==> src/hdl/bmp24_pkg.sv <==
package bmp24_pkg;

  // Largest accepted image dimension in pixels.
  localparam logic [31:0] MAX_DIM = 32'd4096;
  localparam int DIM_W = 13;

  // Header layout: 14-byte file header plus 40-byte info header.
  localparam logic [31:0] HDR_LEN  = 32'd54;
  localparam logic [31:0] HDR_LAST = 32'd53;

  // Byte positions at which a little-endian header field is complete.
  localparam logic [31:0] POS_SIGNATURE   = 32'd1;
  localparam logic [31:0] POS_DATA_OFFSET = 32'd13;
  localparam logic [31:0] POS_WIDTH       = 32'd21;
  localparam logic [31:0] POS_HEIGHT      = 32'd25;
  localparam logic [31:0] POS_BPP         = 32'd29;
  localparam logic [31:0] POS_COMPRESSION = 32'd33;

  localparam logic [15:0] BMP_SIGNATURE = 16'h4D42;
  localparam logic [15:0] BMP_BPP       = 16'd24;

  // Result beat layout: red, green, blue, width, height, then zero fill.
  localparam int STATUS_W   = 3;
  localparam int FIELDS_W   = 3 * 8 + 2 * DIM_W;
  localparam int OUT_DATA_W = ((FIELDS_W + 7) / 8) * 8;
  localparam int FILL_W     = OUT_DATA_W - FIELDS_W;

  // Result status codes.
  localparam logic [STATUS_W-1:0] ST_PIXEL      = 3'd0;
  localparam logic [STATUS_W-1:0] ST_HEADER_OK  = 3'd1;
  localparam logic [STATUS_W-1:0] ST_BAD_SIG    = 3'd2;
  localparam logic [STATUS_W-1:0] ST_BAD_BPP    = 3'd3;
  localparam logic [STATUS_W-1:0] ST_COMPRESSED = 3'd4;
  localparam logic [STATUS_W-1:0] ST_TOO_LARGE  = 3'd5;

  // Header fault flag bits.
  localparam int FLT_SIG  = 0;
  localparam int FLT_BPP  = 1;
  localparam int FLT_COMP = 2;

  typedef enum logic [2:0] {
    PH_IDLE,
    PH_HEADER,
    PH_SKIP,
    PH_PIXEL,
    PH_PAD,
    PH_DONE
  } phase_t;

  typedef struct packed {
    logic                valid;
    logic [STATUS_W-1:0] status;
    logic [7:0]          red;
    logic [7:0]          green;
    logic [7:0]          blue;
    logic [DIM_W-1:0]    image_width;
    logic [DIM_W-1:0]    image_height;
    logic                last_pixel;
  } result_t;

endpackage

==> src/hdl/bmp24_parse.sv <==
module bmp24_parse (
  input  logic              clk,
  input  logic              rst,
  input  logic              step,
  input  logic [7:0]        data_byte,
  input  logic              first_byte,
  output bmp24_pkg::result_t res
);
  import bmp24_pkg::*;

  phase_t           parse_phase, parse_phase_next;
  logic [31:0]      byte_position, byte_position_next;
  logic [31:0]      header_shift, header_shift_next;
  logic [31:0]      pixel_data_start, pixel_data_start_next;
  logic [DIM_W-1:0] width_store, width_store_next;
  logic [DIM_W-1:0] height_store, height_store_next;
  logic [DIM_W-1:0] column_count, column_count_next;
  logic [DIM_W-1:0] row_count, row_count_next;
  logic [1:0]       byte_in_pixel, byte_in_pixel_next;
  logic [15:0]      held_blue_green, held_blue_green_next;
  logic [1:0]       padding_left, padding_left_next;
  logic [2:0]       fault_flags, fault_flags_next;
  logic [1:0]       size_fault, size_fault_next;

  phase_t           cur_phase;
  logic [31:0]      hdr_pos;
  logic [31:0]      shifted;
  logic [2:0]       hdr_faults;
  logic [1:0]       cur_size;
  logic             hdr_last;
  logic [31:0]      skip_pos;
  logic [DIM_W-1:0] col_inc;
  logic [DIM_W-1:0] row_inc;
  logic             row_done;
  logic             image_done;
  logic             empty_image;
  logic [1:0]       pad_dec;

  // A first byte restarts the header parse on the same beat.
  assign cur_phase = first_byte ? PH_HEADER : parse_phase;
  assign hdr_pos   = first_byte ? '0 : byte_position;
  assign cur_size  = first_byte ? '0 : size_fault;
  assign shifted   = {data_byte, (first_byte ? 24'd0 : header_shift[31:8])};
  assign hdr_last  = (hdr_pos == HDR_LAST);

  // Header checks on the field that completes with this byte.
  always_comb begin
    hdr_faults = first_byte ? '0 : fault_flags;
    if (hdr_pos == POS_SIGNATURE && shifted[31:16] != BMP_SIGNATURE) begin
      hdr_faults[FLT_SIG] = 1'b1;
    end
    if (hdr_pos == POS_BPP && shifted[31:16] != BMP_BPP) begin
      hdr_faults[FLT_BPP] = 1'b1;
    end
    if (hdr_pos == POS_COMPRESSION && shifted != '0) begin
      hdr_faults[FLT_COMP] = 1'b1;
    end
  end

  // Counter helpers; the skip position saturates instead of wrapping.
  assign skip_pos    = (&byte_position) ? byte_position : byte_position + 32'd1;
  assign col_inc     = column_count + 1'b1;
  assign row_inc     = row_count + 1'b1;
  assign row_done    = (col_inc >= width_store);
  assign image_done  = (row_inc >= height_store);
  assign empty_image = (width_store == '0) || (height_store == '0);
  assign pad_dec     = padding_left - 2'd1;

  // Next-state logic.
  always_comb begin
    parse_phase_next      = parse_phase;
    byte_position_next    = byte_position;
    header_shift_next     = header_shift;
    pixel_data_start_next = pixel_data_start;
    width_store_next      = width_store;
    height_store_next     = height_store;
    column_count_next     = column_count;
    row_count_next        = row_count;
    byte_in_pixel_next    = byte_in_pixel;
    held_blue_green_next  = held_blue_green;
    padding_left_next     = padding_left;
    fault_flags_next      = fault_flags;
    size_fault_next       = size_fault;
    if (step) begin
      unique case (cur_phase)
        PH_HEADER: begin
          parse_phase_next   = PH_HEADER;
          header_shift_next  = shifted;
          byte_position_next = hdr_pos + 32'd1;
          fault_flags_next   = hdr_faults;
          size_fault_next    = cur_size;
          if (hdr_pos == POS_DATA_OFFSET) begin
            pixel_data_start_next = (shifted < HDR_LEN) ? HDR_LEN : shifted;
          end
          if (hdr_pos == POS_WIDTH) begin
            width_store_next   = shifted[DIM_W-1:0];
            size_fault_next[0] = (shifted > MAX_DIM);
          end
          if (hdr_pos == POS_HEIGHT) begin
            height_store_next  = shifted[DIM_W-1:0];
            size_fault_next[1] = (shifted > MAX_DIM);
          end
          if (hdr_last) begin
            if (hdr_faults != '0 || cur_size != '0) begin
              parse_phase_next = PH_DONE;
            end else if (HDR_LEN >= pixel_data_start) begin
              row_count_next = '0;
              if (empty_image) begin
                parse_phase_next = PH_DONE;
              end else begin
                column_count_next  = '0;
                byte_in_pixel_next = '0;
                parse_phase_next   = PH_PIXEL;
              end
            end else begin
              parse_phase_next = PH_SKIP;
            end
          end
        end
        PH_SKIP: begin
          byte_position_next = skip_pos;
          if (skip_pos >= pixel_data_start) begin
            row_count_next = '0;
            if (empty_image) begin
              parse_phase_next = PH_DONE;
            end else begin
              column_count_next  = '0;
              byte_in_pixel_next = '0;
              parse_phase_next   = PH_PIXEL;
            end
          end
        end
        PH_PIXEL: begin
          case (byte_in_pixel)
            2'd0: begin
              held_blue_green_next = {8'd0, data_byte};
              byte_in_pixel_next   = 2'd1;
            end
            2'd1: begin
              held_blue_green_next[15:8] = data_byte;
              byte_in_pixel_next         = 2'd2;
            end
            default: begin
              byte_in_pixel_next = '0;
              column_count_next  = col_inc;
              if (row_done) begin
                row_count_next = row_inc;
                if (image_done) begin
                  parse_phase_next = PH_DONE;
                end else if (width_store[1:0] != 2'd0) begin
                  padding_left_next = width_store[1:0];
                  parse_phase_next  = PH_PAD;
                end else begin
                  padding_left_next = '0;
                  column_count_next = '0;
                end
              end
            end
          endcase
        end
        PH_PAD: begin
          padding_left_next = pad_dec;
          if (pad_dec == 2'd0) begin
            column_count_next  = '0;
            byte_in_pixel_next = '0;
            parse_phase_next   = PH_PIXEL;
          end
        end
        default: begin
          parse_phase_next = parse_phase;
        end
      endcase
    end
  end

  // Result for the byte in flight.
  always_comb begin
    res = '0;
    if (step) begin
      unique case (cur_phase)
        PH_HEADER: begin
          if (hdr_last) begin
            res.valid = 1'b1;
            if (hdr_faults[FLT_SIG]) begin
              res.status = ST_BAD_SIG;
            end else if (hdr_faults[FLT_BPP]) begin
              res.status = ST_BAD_BPP;
            end else if (hdr_faults[FLT_COMP]) begin
              res.status = ST_COMPRESSED;
            end else if (cur_size != '0) begin
              res.status = ST_TOO_LARGE;
            end else begin
              res.status       = ST_HEADER_OK;
              res.image_width  = width_store;
              res.image_height = height_store;
            end
          end
        end
        PH_PIXEL: begin
          if (byte_in_pixel != 2'd0 && byte_in_pixel != 2'd1) begin
            res.valid      = 1'b1;
            res.status     = ST_PIXEL;
            res.red        = data_byte;
            res.green      = held_blue_green[15:8];
            res.blue       = held_blue_green[7:0];
            res.last_pixel = row_done && image_done;
          end
        end
        default: begin
          res = '0;
        end
      endcase
    end
  end

  // State registers.
  always_ff @(posedge clk) begin
    if (rst) begin
      parse_phase      <= PH_IDLE;
      byte_position    <= '0;
      header_shift     <= '0;
      pixel_data_start <= '0;
      width_store      <= '0;
      height_store     <= '0;
      column_count     <= '0;
      row_count        <= '0;
      byte_in_pixel    <= '0;
      held_blue_green  <= '0;
      padding_left     <= '0;
      fault_flags      <= '0;
      size_fault       <= '0;
    end else begin
      parse_phase      <= parse_phase_next;
      byte_position    <= byte_position_next;
      header_shift     <= header_shift_next;
      pixel_data_start <= pixel_data_start_next;
      width_store      <= width_store_next;
      height_store     <= height_store_next;
      column_count     <= column_count_next;
      row_count        <= row_count_next;
      byte_in_pixel    <= byte_in_pixel_next;
      held_blue_green  <= held_blue_green_next;
      padding_left     <= padding_left_next;
      fault_flags      <= fault_flags_next;
      size_fault       <= size_fault_next;
    end
  end

endmodule

==> src/hdl/bmp24_stream_decoder.sv <==
// A byte is held in the input register, then its result beat in the result register.
// One byte per cycle unless stalled; each byte costs only counter and compare updates.
// A stalled result beat lets one more byte into the input register, then stops input.
// Reset (rst, synchronous, active high) empties both registers and leaves the
// parser idle until a byte marked as the first of a file arrives.
module bmp24_stream_decoder (
  input  logic                             clk,
  input  logic                             rst,
  input  logic                             s_tvalid,
  output logic                             s_tready,
  input  logic [7:0]                       s_tdata,  // data_byte
  input  logic                             s_tuser,  // first_byte
  output logic                             m_tvalid,
  input  logic                             m_tready,
  // red, green, blue, image_width, image_height, zero fill
  output logic [bmp24_pkg::OUT_DATA_W-1:0] m_tdata,
  output logic [bmp24_pkg::STATUS_W-1:0]   m_tuser,  // status
  output logic                             m_tlast   // last_pixel
);
  import bmp24_pkg::*;

  logic    in_valid;
  logic [7:0] in_byte;
  logic    in_first;
  logic    advance;
  logic    step;
  result_t res;

  // The result register frees up when empty or when its beat is taken.
  assign advance  = !m_tvalid || m_tready;
  assign s_tready = !in_valid || advance;
  assign step     = in_valid && advance;

  // Input register.
  always_ff @(posedge clk) begin
    if (rst) begin
      in_valid <= 1'b0;
    end else if (s_tready) begin
      in_valid <= s_tvalid;
    end
  end

  always_ff @(posedge clk) begin
    if (s_tready && s_tvalid) begin
      in_byte  <= s_tdata;
      in_first <= s_tuser;
    end
  end

  bmp24_parse u_parse (
    .clk        (clk),
    .rst        (rst),
    .step       (step),
    .data_byte  (in_byte),
    .first_byte (in_first),
    .res        (res)
  );

  // Result register.
  always_ff @(posedge clk) begin
    if (rst) begin
      m_tvalid <= 1'b0;
    end else if (advance) begin
      m_tvalid <= res.valid;
    end
  end

  always_ff @(posedge clk) begin
    if (advance && res.valid) begin
      m_tuser <= res.status;
      m_tdata <= {{FILL_W{1'b0}}, res.image_height, res.image_width,
                  res.blue, res.green, res.red};
      m_tlast <= res.last_pixel;
    end
  end

endmodule

==> config.mk <==
export PLATFORM = sky130hd
export DESIGN_NAME = bmp24_stream_decoder
export DESIGN_NICKNAME = d
export VERILOG_FILES = /design/src/hdl/bmp24_pkg.sv /design/src/hdl/bmp24_parse.sv /design/src/hdl/bmp24_stream_decoder.sv
export SDC_FILE = /design/constraint.sdc
export NUM_CORES = 1
export LEC_CHECK = 0
export ABC_AREA = 1
export BUFFER_PORTS_ARGS = -buffer_cell sky130_fd_sc_hd__buf_2
export CAP_MARGIN = 15
export CORE_MARGIN = 2
export CORE_UTILIZATION = 45
export DETAILED_ROUTE_END_ITERATION = 8
export HOLD_SLACK_MARGIN = 0.02
export PLACE_DENSITY = 0.68
export SKIP_LAST_GASP = 1
export SLEW_MARGIN = 10
export SYNTH_ARGS = -nofsm -noshare
export SYNTH_HDL_FRONTEND = slang
export SYNTH_HIERARCHICAL = 1
export SYNTH_SLANG_ARGS = --single-unit
==> constraint.sdc <==
create_clock -name clk -period 4.8 [get_ports clk]
set_input_delay 0.48 -clock clk [delete_from_list [all_inputs] [get_ports clk]]
set_output_delay 0.48 -clock clk [all_outputs]
set_load 0.1 [all_outputs]
==> impl_results.md <==
* Routed WL at 39.6 mm
* Post-synth top flop: dfxtp_1
* Post-DP HPWL at 29.3 mm
* Via count at 13,243
* Dpl ws at 770 ps
* Wire per inst at 16.3 um
* CTS Root Cell: clkbuf_16
* CTS Hold Buffers Added at 0
* Post-layout util at 50.5%
* Slowest CP cell: dfxtp_1
* CTS tree: done
* H-tree Lvls at 1
* Synth top area share at 24.1%
* PwrDens at 300 nW/um^2
* Post-layout min period at 4130 ps
* Startpoint types: flop
* Vias/cell at 5.46
* RSZ-0062 raised after global routing: false
* Crit-path cells: ha_1, nand3_1, nor3_2, nand3_1, nor3_2, inv_2, nand2_1, ha_1, nand2_1, nor2_1, nand2_1, nor2_1, nand2_1, nand2_1, nand2_1, nor2_2, nand2_2, inv_2, nor2_1, nor2_1
* CTS Buffer Depth at 3
* Setup TNS at 0 ps
* CP max stage delay at 390 ps
* Antenna diodes at 0
* VDD IR max at 257 uV
* Port-buffer cells at 68
* Total CTS buffers at 26
* Worst EP arrival at 4590 ps
* Async SR Flop Fraction at 0%
* R2r setup slk at 670 ps
* Top delay family on crit path: simple AND/OR/NAND/NOR gates
* WS Path Type: reg2reg
* Buffers & Inverters on Critical Path at 2
* Synthesized area at 14,100 sq um
* Final worst path period share at 86.0%
* DRC violations left at 0
* Die X at 181 um
* Worst slew pin tran at 876 ps
* Clock Sinks at 233
* GRT overflow at 0
* Syn Inst Count at 1,985
* FP Rows at 64
* Initial Util at 46.0%
* Synth Register Bits at 233
* Crit path max fanout at 31
* Overall power at 0.00466 W
* Most common cell after layout, fill and taps aside: nand2_1
* # setup viols final at 0
* Clock-pin transition on the worst setup and hold timing paths at 60 ps
* First-pass GRT wire length at 63.7 mm
* Cell total after placement at 2,379
* EDFF count, synth at 63
* Max cap viols at 0
* Final setup margin at 670 ps
* Postcts setup bufs at 0
* Antenna violations before repair at 0
* Drt pass-1 iters at 5
* P_leak at 6.69 nW
* All-Layer GR Usage at 23.7%
* Net count, final at 2,088
* Chip height at 181 um
* Fmax at 242 MHz
* Number of global-route vias before repair at 12,255
* Core ar. at 30,700 sq um
* Mapped Avg Cell Area at 7.13 sq um
* Dominant cell type by area after synthesis: dfxtp_1
* Synth area leaders: dfxtp_1, edfxtp_1, nand2_1
* ANT nets after route at 0
* Relative slew slack at 41.6%
* PostCTS Resize Cnt at 0
* Critical Path RT at 5260 ps
* Fillers at 3,041
* DRT iter0 DRCs at 1,131
* Final hold violations at 0
* Worst hold path type: in2reg
* Max Transition Viols Final at 0
* P&R area growth vs syn at 9.77%
* Post-synth cell types at 52
* Worst Setup End Kind: flop
* Layout cells sized above 1 at 10.2%
* Final GP Congestion at 0.998
* Number of top-level pins at 75
* Clock Latency Late Sink at 540 ps
* Die area at 32,900 sq um
* Layout Cells excl Fill at 2,427
* Clk_skew at 10.4 ps
* Yosys warns at 6
* Largest net degree at the start of global routing at 92
* CP most frequent cell: nand2_1
* Run status: completed
* Sequential area share after synthesis at 37.4%
* Most frequent cells in the layout: nand2_1, inv_1, nor2_1
==> Yosys cell counts, types with 7 or more instances <==
cell / count
nand2_1: 394
nor2_1: 224
buf_2: 17
o21ai_0: 127
xor2_1: 43
o211ai_1: 15
inv_2: 16
buf_4: 12
clkbuf_1: 53
xnor2_1: 15
nor4_1: 14
a211oi_1: 12
buf_6: 8
nor3_2: 12
a31oi_1: 13
inv_1: 253
a21oi_1: 147
nor2_4: 7
nand2_2: 19
nor2_2: 10
ha_1: 64
nor3_1: 61
edfxtp_1: 63
dfxtp_1: 170
nand3_1: 103
o21ai_1: 14
nand4_1: 55
==> through the flow <==
step | instance area (sq um) | hold WS, ps
2_1_floorplan | 14200 | 430
3_3_place_gp | 14700 | 444
3_5_place_dp | 14700 | 451
4_1_cts | 15500 | 97.8
5_1_grt | 15500 | 99.7
6_report | 15500 | 123
==> sequential cells by signal, indices dropped and copies added (netlist names), 2 cells and up <==
register / cells
m_tdata: 50
u_parse/byte_position: 32
u_parse/pixel_data_start: 32
u_parse/header_shift: 24
u_parse/held_blue_green: 16
u_parse/column_count: 13
u_parse/height_store: 13
u_parse/row_count: 13
u_parse/width_store: 13
in_byte: 8
m_tuser: 3
u_parse/fault_flags: 3
u_parse/parse_phase: 3
u_parse/byte_in_pixel: 2
u_parse/padding_left: 2
u_parse/size_fault: 2
==> per-layer routing <==
metal | global-route usage, % | wire, um | vias up | share of wire [%]
li1 | - | - | 6590 | -
met2 | 39.0 | 18100 | 492 | 46
met5 | 0 | 0 | - | 0
met1 | 31.9 | 17300 | 6074 | 44
met3 | 2.90 | 2700 | 87 | 6.8
met4 | 9.07 | 1470 | 0 | 3.7
==> where the power goes <==
part	switching, W	internal [W]	leakage [nW]
Sequential	0.0000581	0.00206	2.09
Clock	0.000806	0.00121	0.422
Combinational	0.000372	0.000157	4.18
==> path summary, 6_finish.rpt <==
kind | start | cells past startpoint | end
hold / removal | s_tdata[7] | 1 | in_byte[7]
setup reg to reg | u_parse/byte_position[1] | 20 | u_parse/row_count[3]
setup / recovery | u_parse/byte_position[1] | 20 | u_parse/row_count[3]
hold reg to reg | u_parse/held_blue_green[12] | 2 | u_parse/held_blue_green[12]
==> layout make-up <==
cell class / count / area, sq um / area share, %
Tap cell: 396 / 495 / 3.19
Timing Repair Buffer: 85 / 468 / 3.01
Clock buffer: 38 / 768 / 4.95
Multi-Input combinational cell: 1394 / 7370 / 47.5
Clock inverter: 10 / 106 / 0.685
Sequential cell: 233 / 5300 / 34.1
Inverter: 271 / 1020 / 6.59
==> cells by family after synthesis <==
group | count (synthesis) | synth area share (%)
buffers and inverters | 363 | 10.6
adders and majority gates | 64 | 5.66
xor gates and xnor gates | 58 | 3.59
AOI/OAI and AO/OA | 345 | 13.2
and+or+nand+nor | 921 | 29.5
DFF | 233 | 37.4
other | 1 | 0.0265
Note: power is estimated with default switching activity, not from simulation.
